**config.mk**
```make
export PLATFORM = sky130hd
export DESIGN_NAME = rc4_perm_ram
export DESIGN_NICKNAME = d
export VERILOG_FILES = /design/src/rtl/rc4_pkg.sv /design/src/rtl/rc4_perm_ram.sv
export SDC_FILE = /design/constraint.sdc
export NUM_CORES = 2
export LEC_CHECK = 0
export BUFFER_PORTS_ARGS = -buffer_cell sky130_fd_sc_hd__buf_4
export CAP_MARGIN = 20
export CELL_PAD_IN_SITES_DETAIL_PLACEMENT = 1
export CELL_PAD_IN_SITES_GLOBAL_PLACEMENT = 1
export CORE_AREA = 5 5 521 317
export DETAILED_ROUTE_END_ITERATION = 10
export DIE_AREA = 0 0 526 322
export PLACE_DENSITY_LB_ADDON = 0.1
export SLEW_MARGIN = 20
export SYNTH_ARGS = -nofsm -noshare
export SYNTH_HDL_FRONTEND = slang
export SYNTH_SLANG_ARGS = --single-unit
```
**constraint.sdc**
```tcl
create_clock -name clk -period 4.4 [get_ports clk]
set_clock_uncertainty 0.1 [all_clocks]
set_input_delay 1.1 -clock clk [delete_from_list [all_inputs] [get_ports clk]]
set_output_delay 1.1 -clock clk [all_outputs]
set_load 0.1 [all_outputs]
```
**src/rtl/rc4_pkg.sv**
```systemverilog
`timescale 1ns / 1ps
`default_nettype none

package rc4_pkg;

  typedef logic [7:0] byte_t;

  // Request codes on in_operation
  localparam logic [1:0] OP_KEY   = 2'd0;
  localparam logic [1:0] OP_SCHED = 2'd1;
  localparam logic [1:0] OP_CRYPT = 2'd2;

  // Last entry of the permutation sweep
  localparam byte_t STEP_LAST = 8'hFF;

  // Width of the key length register
  localparam int unsigned KLEN_W = 9;

  // Sequencer states
  typedef enum logic [8:0] {
    ST_IDLE = 9'b000000001,
    ST_FILL = 9'b000000010,
    ST_KRS  = 9'b000000100,
    ST_KRJ  = 9'b000001000,
    ST_KWS  = 9'b000010000,
    ST_KWJ  = 9'b000100000,
    ST_ERJ  = 9'b001000000,
    ST_ESW  = 9'b010000000,
    ST_EWJ  = 9'b100000000
  } state_t;

  // Access to the permutation memory
  typedef struct packed {
    logic  we;
    byte_t waddr;
    byte_t wdata;
    byte_t raddr;
  } perm_req_t;

endpackage

`default_nettype wire

```
**src/rtl/rc4_perm_ram.sv**
```systemverilog
`timescale 1ns / 1ps
`default_nettype none

module rc4_perm_ram
  import rc4_pkg::*;
(
  input  wire logic      clk,
  input  wire perm_req_t req,
  output byte_t          rd_data
);

  byte_t mem [256];
  byte_t rd_data_r;

  // Write one entry, read one entry with registered data
  always_ff @(posedge clk) begin
    if (req.we) begin
      mem[req.waddr] <= req.wdata;
    end
    rd_data_r <= mem[req.raddr];
  end

  assign rd_data = rd_data_r;

endmodule

`default_nettype wire

```
==> key figures <==
Run status
  – Status: finished, final reports clean

Timing
  – Post-Route Hold Slack: 0.786 ns
  – Slew Limit Fails: 0
  – Final hold vios: 0
  – Unrepaired setup endpoints after global routing: no
  – Max-slew headroom: 0.206
  – Final worst path period share: 0.870
  – Tmin final: 3.83 ns
  – Peak Freq: between 200 and 300 MHz
  – Final number of setup-violating endpoints: 0
  – Slew @ Worst Pin: between 1 and 1.5 ns

Setup path
  – Slowest-stage cell, CP: a211oi_1
  – Largest stage delay, worst path: 0.70 ns
  – Worst Reg-to-Reg Cells: 7
  – Required time of the critical path: 4.95 ns
  – Crit start category: primary input
  – Crit-path cells: buf_4 > buf_12 > buf_4 > mux4_2 > nor2b_1 > a211oi_1 > nor3_1 > nor4_1 > buf_4 > nor4_1
  – Worst setup EP type: flip-flop
  – CP arrival: 4.38 ns
  – Crit-path max FO: 23
  – R2R Path End: rd_data[7]
  – R2R Path Start: mem[77][7]
  – Cell mode on critical path: buf_4
  – Crit Path Class: in2reg
  – Worst reg2reg setup slack: 1.35 ns

Synthesis
  – Yosys synthesis warning count: 0
  – Dominant synthesized flop cell: edfxtp_1
  – Syn avg cell area: around 21 um^2
  – Largest family of logic cells by synthesized area: multiplexers
  – Mux share of post-synthesis cell area: 0.146
  – Top cells by area, synth: edfxtp_1, mux4_2, mux2i_1
  – Synth async-reset ratio: 0
  – Yosys top cell area share: 0.773
  – Yosys top cell by area: edfxtp_1
  – Synthesized flop and latch total: 2056
  – Cell area after synthesis: 79600 um^2
  – Part of the Yosys area used for sequential elements: 0.775
  – EDFF count, synth: approximately 2000
  – Cell count after synthesis: 3733
  – Synth Area in Adders: 0
  – Synth Net Count: 3759
  – Library cells used by synthesis: 55
  – Synth Area in Compound Gates: 0.0342
  – Simple-gate area share of the yosys netlist: 0.0263
  – Fraction of synthesized cell area in xor and xnor cells: 0

Cells and area
  – Most common cell after layout, fill and taps aside: edfxtp_1
  – Syn-to-layout area delta: 14.0%
  – Most frequent cells in the layout: edfxtp_1, mux4_2, buf_4, nor2_1, clkbuf_16
  – Fin nets: 4160
  – Cell Count, Final, Fillers Out: 6435
  – Share of cells above drive strength 1: 0.274
  – Final Cell Area: 90700 um^2

Detailed routing
  – DR pass1 iterations: 5
  – DR iter-0 viols: 5767
  – Post-Route WL: 225 mm
  – Routed vias/inst: 6.43
  – Remaining DRCs: 0
  – Routed WL per cell: 35.0 um
  – Vias: ~41000
  – DRT antenna net count: 0

Pwr
  – Pleak: between 20 and 30 nW
  – Max VDD drop: 0.000454 V
  – Pwr dens: 441 nW/um^2

Clock network
  – H-tree Lvls: 4
  – Reg clk slew, reported paths: roughly 0.06 ns
  – Post-CTS Setup Bufs: 0
  – CTS Buffer Depth: 3
  – Root buffer cell: clkbuf_16
  – # hold bufs at CTS: 0
  – Inserted Clock Buffers: 184
  – Clock latency on the worst-skew pair: 0.83 ns
  – Clk sink count: 2056
  – Resized Gates After CTS: 0
  – CTS tree: done

Min path
  – Hold EP: mem[114][4]
  – Worst hold path cell count: 1
  – Worst hold start: req[12]
  – HP Class: in2reg

Global route
  – Vias in the first global route: around 42000
  – GRT overflow: 0
  – First-pass GRT wire length: 323 mm
  – All-Layer GR Usage: 0.268
  – Largest net degree at the start of global routing: 115
  – Initial antenna violation count: 16

Job
  – Max_cap viols: 0

Placement
  – Placed inst area: between 80000 and 90000 um^2
  – Global placement routability congestion: 0.862
  – Post-placement cell count: 6093
  – Detailed Place HPWL: 146 mm
  – Port bufs: 33

Floorplan
  – Die width: approximately 530 um
  – Io pins: 34
  – Initial core utilization: 0.498
  – Num rows: 114
  – Die Ht: 322 um
  – DIE AREA: 169000 um^2
  – Core Footprint: 160000 um^2
[final cells by class]
type	count	area, um^2
diodes	5	12.5
clock buffers	234	4930
multi-input cells	1442	16500
inverters	2	7.51
flip-flops and latches	2056	61700
repair buffers	448	3930
fillers	13600	69200
well taps	2146	2690
clock inverters	102	1000
[state kept, by name (all words and copies together) (netlist names)]
register	count
mem	2048
rd_data	8
[cells by family (layout without fill, tap and decap cells)]
logic type,Yosys count,after routing
multiplexers,591,591
other,0,5
buffers and inverters,235,786
AND/OR/NAND/NOR,466,466
AO/OA/AOI/OAI,385,385
flip-flops,2056,2056
[per-stage QoR]
step                worst slack (ns)  setup TNS, ns  power (mW)  utilization
floorplan                       1.26              0        23.2            -
CTS                            0.859              0        40.2        0.567
finish                         0.572              0        40.0        0.567
global route                   0.697              0        41.4        0.567
detailed placement           -0.0195        -0.0226        24.3        0.530
global placement             -0.0845         -0.129        24.2        0.530
[power by group]
group | switching, mW | internal (mW) | total (mW)
logic | 1.50 | 0.768 | 2.27
clock network | 7.15 | 8.98 | 16.1
registers | 0.0309 | 21.6 | 21.6
[critical path: cells and delay by family]
kind | cells | cell delay (ns)
buf+inv | 4 | 1.19
mux | 1 | 0.32
compound gates | 1 | 0.70
simple gates | 4 | 1.02
[cells in the mapped netlist, drive strengths merged (12+ instances only)]
master / instances
a211oi: 16
a21oi: 96
a221oi: 14
a22oi: 133
buf: 122
clkbuf: 111
edfxtp: 2048
mux2i: 134
mux4: 456
nand2: 33
nand3: 34
nor2: 282
nor2b: 31
nor3: 22
nor4: 27
o21ai: 12
o221ai: 47
o22ai: 28
[worst max-delay path by stage]
| stage | startpoint | end | slack, ns |
|---|---|---|---|
| 3_3_place_gp | req[0] | rd_data[2] | -0.08 |
| 3_5_place_dp | req[1] | rd_data[4] | -0.02 |
| 4_1_cts | req[1] | rd_data[4] | 0.86 |
| 6_report | req[2] | rd_data[7] | 0.57 |
| 5_1_grt | req[2] | rd_data[7] | 0.70 |
| 2_1_floorplan | req[0] | rd_data[2] | 1.26 |
[per-layer routing]
| layer | share of wire | track usage |
|---|---|---|
| met1 | 0.45 | 0.426 |
| met2 | 0.43 | 0.377 |
| met3 | 0.10 | 0.0621 |
| met4 | 0.023 | 0.0680 |
| met5 | 0.00015 | 0 |
No activity file was read; power rests on OpenSTA's default activity.
