`src/rtl/rc4_pkg.sv`:
```
`timescale 1ns / 1ps
`default_nettype none

package rc4_pkg;

  typedef logic [7:0] byte_t;

  // Request codes on in_operation
  localparam logic [1:0] OP_KEY   = 2'd0;
  localparam logic [1:0] OP_SCHED = 2'd1;
  localparam logic [1:0] OP_CRYPT = 2'd2;

  // Last entry of the permutation sweep
  localparam byte_t STEP_LAST = 8'hFF;

  // Width of the key length register
  localparam int unsigned KLEN_W = 9;

  // Sequencer states
  typedef enum logic [8:0] {
    ST_IDLE = 9'b000000001,
    ST_FILL = 9'b000000010,
    ST_KRS  = 9'b000000100,
    ST_KRJ  = 9'b000001000,
    ST_KWS  = 9'b000010000,
    ST_KWJ  = 9'b000100000,
    ST_ERJ  = 9'b001000000,
    ST_ESW  = 9'b010000000,
    ST_EWJ  = 9'b100000000
  } state_t;

  // Access to the permutation memory
  typedef struct packed {
    logic  we;
    byte_t waddr;
    byte_t wdata;
    byte_t raddr;
  } perm_req_t;

endpackage

`default_nettype wire

```
`src/rtl/rc4_ctrl.sv`:
```
`timescale 1ns / 1ps
`default_nettype none

module rc4_ctrl
  import rc4_pkg::*;
#(
  parameter int unsigned KEY_DEPTH = 256,
  parameter int unsigned KW        = (KEY_DEPTH > 1) ? $clog2(KEY_DEPTH) : 1
) (
  input  wire logic              clk,
  input  wire logic              rst_n,
  input  wire logic              start,
  output logic                   busy,
  input  wire logic [1:0]        in_operation,
  input  wire byte_t             in_key_index,
  input  wire byte_t             in_key_byte,
  input  wire byte_t             in_data_byte,
  input  wire logic              cfg_we,
  input  wire logic [KLEN_W-1:0] cfg_key_length,
  output logic                   out_valid,
  output byte_t                  out_data_out,
  output perm_req_t              perm_req,
  input  wire byte_t             perm_rdata,
  output logic                   key_we,
  output logic [KW-1:0]          key_waddr,
  output byte_t                  key_wdata,
  output logic [KW-1:0]          key_raddr,
  input  wire byte_t             key_rdata
);

  state_t              state_r, state_nxt;
  byte_t               cnt_r, cnt_nxt;
  logic [KW-1:0]       pos_r, pos_nxt;
  byte_t               i_r, i_nxt;
  byte_t               j_r, j_nxt;
  byte_t               si_r, si_nxt;
  byte_t               sj_r, sj_nxt;
  logic                fi_r, fi_nxt;
  logic                fj_r, fj_nxt;
  byte_t               data_r, data_nxt;
  logic                ov_r, ov_nxt;
  byte_t               od_r, od_nxt;
  logic [KLEN_W-1:0]   klen_r;
  logic [KLEN_W-1:0]   len_m1;
  logic                pos_last;
  logic                key_in_range;
  byte_t               sum_ksa;
  byte_t               sum_j;
  byte_t               sum_t;
  byte_t               ks;

  // Last key position in use: zero acts as one, oversize clamps to depth
  assign len_m1 = (klen_r == '0) ? '0 :
                  (klen_r > KLEN_W'(KEY_DEPTH)) ? KLEN_W'(KEY_DEPTH - 1) :
                  klen_r - KLEN_W'(1);
  assign pos_last     = (KLEN_W'(pos_r) == len_m1);
  assign key_in_range = ({1'b0, in_key_index} < KLEN_W'(KEY_DEPTH));

  assign sum_ksa = j_r + perm_rdata + key_rdata;
  assign sum_j   = j_r + perm_rdata;
  assign sum_t   = si_r + perm_rdata;
  assign ks      = fi_r ? sj_r : (fj_r ? si_r : perm_rdata);

  assign key_waddr = in_key_index[KW-1:0];
  assign key_wdata = in_key_byte;
  assign key_raddr = pos_r;

  // Sequence key byte writes, key schedule and keystream steps
  always_comb begin
    state_nxt = state_r;
    cnt_nxt   = cnt_r;
    pos_nxt   = pos_r;
    i_nxt     = i_r;
    j_nxt     = j_r;
    si_nxt    = si_r;
    sj_nxt    = sj_r;
    fi_nxt    = fi_r;
    fj_nxt    = fj_r;
    data_nxt  = data_r;
    ov_nxt    = 1'b0;
    od_nxt    = od_r;
    key_we    = 1'b0;
    perm_req.we    = 1'b0;
    perm_req.waddr = i_r;
    perm_req.wdata = si_r;
    perm_req.raddr = i_r + 8'd1;

    case (state_r)
      ST_IDLE: begin
        if (start) begin
          case (in_operation)
            OP_KEY: begin
              key_we = key_in_range;
            end
            OP_SCHED: begin
              state_nxt = ST_FILL;
              cnt_nxt   = '0;
              pos_nxt   = '0;
              i_nxt     = '0;
              j_nxt     = '0;
            end
            OP_CRYPT: begin
              state_nxt = ST_ERJ;
              data_nxt  = in_data_byte;
            end
            default: begin
              state_nxt = ST_IDLE;
            end
          endcase
        end
      end
      ST_FILL: begin
        perm_req.we    = 1'b1;
        perm_req.waddr = cnt_r;
        perm_req.wdata = cnt_r;
        cnt_nxt        = cnt_r + 8'd1;
        if (cnt_r == STEP_LAST) begin
          state_nxt = ST_KRS;
        end
      end
      ST_KRS: begin
        perm_req.raddr = cnt_r;
        state_nxt      = ST_KRJ;
      end
      ST_KRJ: begin
        j_nxt          = sum_ksa;
        si_nxt         = perm_rdata;
        perm_req.raddr = sum_ksa;
        state_nxt      = ST_KWS;
      end
      ST_KWS: begin
        perm_req.we    = 1'b1;
        perm_req.waddr = cnt_r;
        perm_req.wdata = perm_rdata;
        state_nxt      = ST_KWJ;
      end
      ST_KWJ: begin
        perm_req.we    = 1'b1;
        perm_req.waddr = j_r;
        perm_req.wdata = si_r;
        cnt_nxt        = cnt_r + 8'd1;
        pos_nxt        = pos_last ? '0 : pos_r + KW'(1);
        if (cnt_r == STEP_LAST) begin
          state_nxt = ST_IDLE;
          i_nxt     = '0;
          j_nxt     = '0;
        end else begin
          state_nxt = ST_KRS;
        end
      end
      ST_ERJ: begin
        i_nxt          = i_r + 8'd1;
        si_nxt         = perm_rdata;
        j_nxt          = sum_j;
        perm_req.raddr = sum_j;
        state_nxt      = ST_ESW;
      end
      ST_ESW: begin
        // Write S[i], read the output entry; flag hits on the swapped pair
        perm_req.we    = 1'b1;
        perm_req.waddr = i_r;
        perm_req.wdata = perm_rdata;
        perm_req.raddr = sum_t;
        sj_nxt         = perm_rdata;
        fi_nxt         = (sum_t == i_r);
        fj_nxt         = (sum_t == j_r);
        state_nxt      = ST_EWJ;
      end
      ST_EWJ: begin
        perm_req.we    = 1'b1;
        perm_req.waddr = j_r;
        perm_req.wdata = si_r;
        ov_nxt         = 1'b1;
        od_nxt         = data_r ^ ks;
        state_nxt      = ST_IDLE;
      end
      default: begin
        state_nxt = ST_IDLE;
      end
    endcase
  end

  // Control state
  always_ff @(posedge clk) begin
    if (!rst_n) begin
      state_r <= ST_IDLE;
      i_r     <= '0;
      j_r     <= '0;
      ov_r    <= 1'b0;
      klen_r  <= KLEN_W'(1);
    end else begin
      state_r <= state_nxt;
      i_r     <= i_nxt;
      j_r     <= j_nxt;
      ov_r    <= ov_nxt;
      if (cfg_we) begin
        klen_r <= cfg_key_length;
      end
    end
  end

  // Working registers
  always_ff @(posedge clk) begin
    cnt_r  <= cnt_nxt;
    pos_r  <= pos_nxt;
    si_r   <= si_nxt;
    sj_r   <= sj_nxt;
    fi_r   <= fi_nxt;
    fj_r   <= fj_nxt;
    data_r <= data_nxt;
    od_r   <= od_nxt;
  end

  assign busy         = (state_r != ST_IDLE);
  assign out_valid    = ov_r;
  assign out_data_out = od_r;

endmodule

`default_nettype wire

```
`config.mk`:
```
export PLATFORM = sky130hd
export DESIGN_NAME = rc4_ctrl
export DESIGN_NICKNAME = d
export VERILOG_FILES = /design/src/rtl/rc4_pkg.sv /design/src/rtl/rc4_ctrl.sv
export SDC_FILE = /design/constraint.sdc
export NUM_CORES = 1
export LEC_CHECK = 0
export BUFFER_PORTS_ARGS = -buffer_cell sky130_fd_sc_hd__buf_4
export CAP_MARGIN = 5
export CORE_AREA = 5 5 128 130
export DETAILED_ROUTE_END_ITERATION = 8
export DIE_AREA = 0 0 133 135
export PLACE_DENSITY = 0.57
export SKIP_LAST_GASP = 1
export SLEW_MARGIN = 5
export SYNTH_ARGS = -nofsm -noshare
export SYNTH_HDL_FRONTEND = slang
export SYNTH_SLANG_ARGS = --single-unit
```
`constraint.sdc`:
```
create_clock -name clk -period 5 [get_ports clk]
set_input_delay 1 -clock clk [delete_from_list [all_inputs] [get_ports clk]]
set_output_delay 1 -clock clk [all_outputs]
set_load 0.005 [all_outputs]
```
==> key figures <==
Status
  • Status: complete, no violations

STA
  • Crit share post-route: 0.9604
  • Final setup violation count: 0
  • Final worst setup slack: 197.9 ps
  • Final count of hold timing violations: 0
  • Final Skew: 11.41 ps
  • Unrepaired setup endpoints after global routing: false
  • Max-slew violations: 0
  • Slew @ Worst Pin: 884.5 ps
  • Fin Setup TNS: 0 ps
  • Max-slew headroom: 0.3951
  • Period minus WS final: 4802 ps
  • Max Freq: 208.2 MHz

Placement
  • Worst slack, placed: 151.7 ps
  • Placed cell area: 0.006548 mm²
  • Number of port buffers: 82
  • Placer Congestion: 0.9091
  • HPWL Detailed: 12850 µm
  • DP Cell Count: 868

Yosys
  • Commonest cells post-synth: 57 x nand2_1, 50 x edfxtp_1, 48 x nor2_1
  • Number of synthesized flops with an enable pin: 50
  • Largest cells by area after synthesis: edfxtp_1 26%, dfxtp_1 12%, ha_1 6.2%, xor2_1 4.6%, xnor2_1 4.3%
  • Synth Instances: 632
  • Seq/Total Area, Yosys: 0.3744
  • Synthesized flop and latch total: 85
  • Share of the synthesized area in the top cell type: 0.2553
  • Ys async rst share: 0
  • Most numerous cell in the Yosys netlist: nand2_1
  • Synth area leader: edfxtp_1
  • Yosys cell types: 70
  • Top FF cell, synth: edfxtp_1
  • Synthesized area: 0.005882 mm²
  • Yosys warns: 0
  • Post-synthesis average cell area: 9.307 µm²
  • Syn Nets: 719

Cells and area
  • Non-filler cells, final: 884
  • Layout cell share with drive strength beyond 1: 0.1796
  • FF/Latch Area: 0.002202 mm²
  • Ant diodes: 0
  • Nets: 778
  • Fin area: 0.006897 mm²
  • Area of the multi-input gates: 0.003374 mm²
  • Fill cells: 1460
  • Area grow syn2layout: 17.25%

Routing
  • Post-DRT Antenna Nets: 0
  • DRC violations left: 0
  • Initial DRC Count: 420
  • Post-Route WL: 16530 µm
  • Average wire per standard cell: 18.70 µm
  • First-pass DRT Iterations: 5
  • Routed vias: 5007
  • Avg Vias per Cell: 5.664

Setup path
  • CP Launch Type: primary input
  • Crit-path max FO: 6
  • Reg2reg end: cnt_r[0]
  • Worst endpoint data arrival time: 3800 ps
  • Reg2reg start: state_r[6]
  • R2R setup slack: 2050 ps
  • Crit end category: output port
  • R2R depth: 5
  • Crit. Startpoint: perm_rdata[0]
  • Worst Path Class, Setup: primary input to output port
  • Worst Path Required: 4000 ps

Global route
  • GRT Max-Usage Layer: met2
  • Met1 usage: 0.2545
  • Met2 usage: 0.2920
  • Vias in the first global route: 4861
  • First-pass GRT wire length: 26700 µm
  • Pin count of the biggest net entering global routing: 24
  • Global route overflow: 0
  • GRT Total Usage: 0.1858
  • Initial antenna violation count: 0
  • GR Layer Usage met3: 0.03614

Floorplanning
  • Die area: 0.01796 mm²
  • Starting Density: 0.3913
  • Die height: 135 µm
  • Top Ports: 115
  • Area of the core: 0.01503 mm²
  • Die Width: 133 µm
  • Number of core rows: 45

Clock tree
  • # Post-CTS Setup Buffers: 0
  • Clk_lat worst skew: 350 ps
  • Hold buffers post-CTS: 0
  • # clock sinks: 85
  • H-tree Lvls: 3
  • Clock Path Buffers: 2
  • Clock slew at reported path FFs: 70 ps
  • Num CTS Buffers: 9
  • Root buf cell: clkbuf_16
  • Post-cts resize count: 0
  • TritonCTS clock tree: done

Pwr
  • Pleak: 2.786 nW
  • Power per cell area: 252.0 mW/mm²
  • Max VDD drop: 0.0001502 V

Min path
  • Hold crit path type: register to register
  • Endpoint, Worst Hold: state_r[3]
  • Hold wc startpoint: state_r[8]
  • Hold Path Cell Cnt: 1

Run
  • Max-cap viol count: 0
## layout make-up
| class | count | share of cell area |
|---|---|---|
| Clock buffer | 9 | 0.03266 |
| Clock inverter | 7 | 0.01524 |
| Inverter | 29 | 0.01578 |
| Multi-Input combinational cell | 480 | 0.4893 |
| Sequential cell | 85 | 0.3193 |
| Tap cell | 188 | 0.03411 |
| Timing Repair Buffer | 86 | 0.09361 |
## kinds of logic after synthesis
kind of cell	share of synthesized area
AND/OR/NAND/NOR	0.1946
AO/OA/AOI/OAI	0.1806
flip-flops	0.3744
buffers and inverters	0.05509
XOR/XNOR	0.08934
adder cells (fa/ha/maj)	0.07360
multiplexers	0.03233
## worst max path at each step
stage,to
global route,perm_req[7]
global placement,perm_req[6]
detailed placement,perm_req[6]
finish,perm_req[6]
floorplan,perm_req[6]
CTS,perm_req[6]
## cells in the final DEF (no fill, tap or decap), types with 17 or more instances in the layout
| master | n |
|---|---|
| xor2_1 | 31 |
| nor2_1 | 48 |
| inv_1 | 28 |
| xnor2_1 | 28 |
| mux2i_1 | 19 |
| edfxtp_1 | 50 |
| nand2_1 | 57 |
| ha_1 | 29 |
| dfxtp_1 | 35 |
| o21ai_0 | 25 |
| a211oi_1 | 17 |
| nand3_1 | 21 |
| buf_4 | 86 |
| a22oi_1 | 17 |
| a21oi_1 | 23 |
## layer usage
metal / up-vias / wire length, µm / share of wire
met5: - / 0 / 0
met4: 0 / 387 / 0.023
met3: 30 / 1052 / 0.064
met2: 170 / 7657 / 0.46
met1: 2369 / 7430 / 0.45
li1: 2438 / - / -
## where the power goes
part	internal, W	switching [W]	total (W)
combinational	0.0000989	0.000122	0.000220
sequential	0.000750	0.0000201	0.000770
clock	0.000447	0.000301	0.000748
total	0.00130	0.000442	0.00174
## per-stage QoR
| stage | total power [W] | utilization | hold WS, ps |
|---|---|---|---|
| 2_1_floorplan | 0.0009382 | - | 454.4 |
| 3_3_place_gp | 0.0009985 | 0.4355 | 486.7 |
| 3_5_place_dp | 0.001002 | 0.4355 | 492.2 |
| 4_1_cts | 0.001754 | 0.4575 | 504.9 |
| 5_1_grt | 0.001819 | 0.4588 | 554.2 |
| 6_report | 0.001738 | 0.4588 | 506.0 |
## state kept, by name (all words and copies together), names as in the netlist
name and count:
cnt_r 8, data_r 8, fi_r 1, fj_r 1
i_r 8, j_r 8, key_raddr 8, klen_r 9
out_data_out 8, out_valid 1, si_r 8, sj_r 8
state_r 9
## critical path: stages
cell     delay (ps)
buf_4           140
ha_1            230
fa_1            430
a21o_1          190
a21oi_2         170
xnor2_2         150
ha_1            280
o21ai_0         100
a21oi_1          90
o21a_1          190
or3_1           330
a32oi_2         220
a31oi_1         130
buf_4           160
Power figures use the tool's default switching activity.
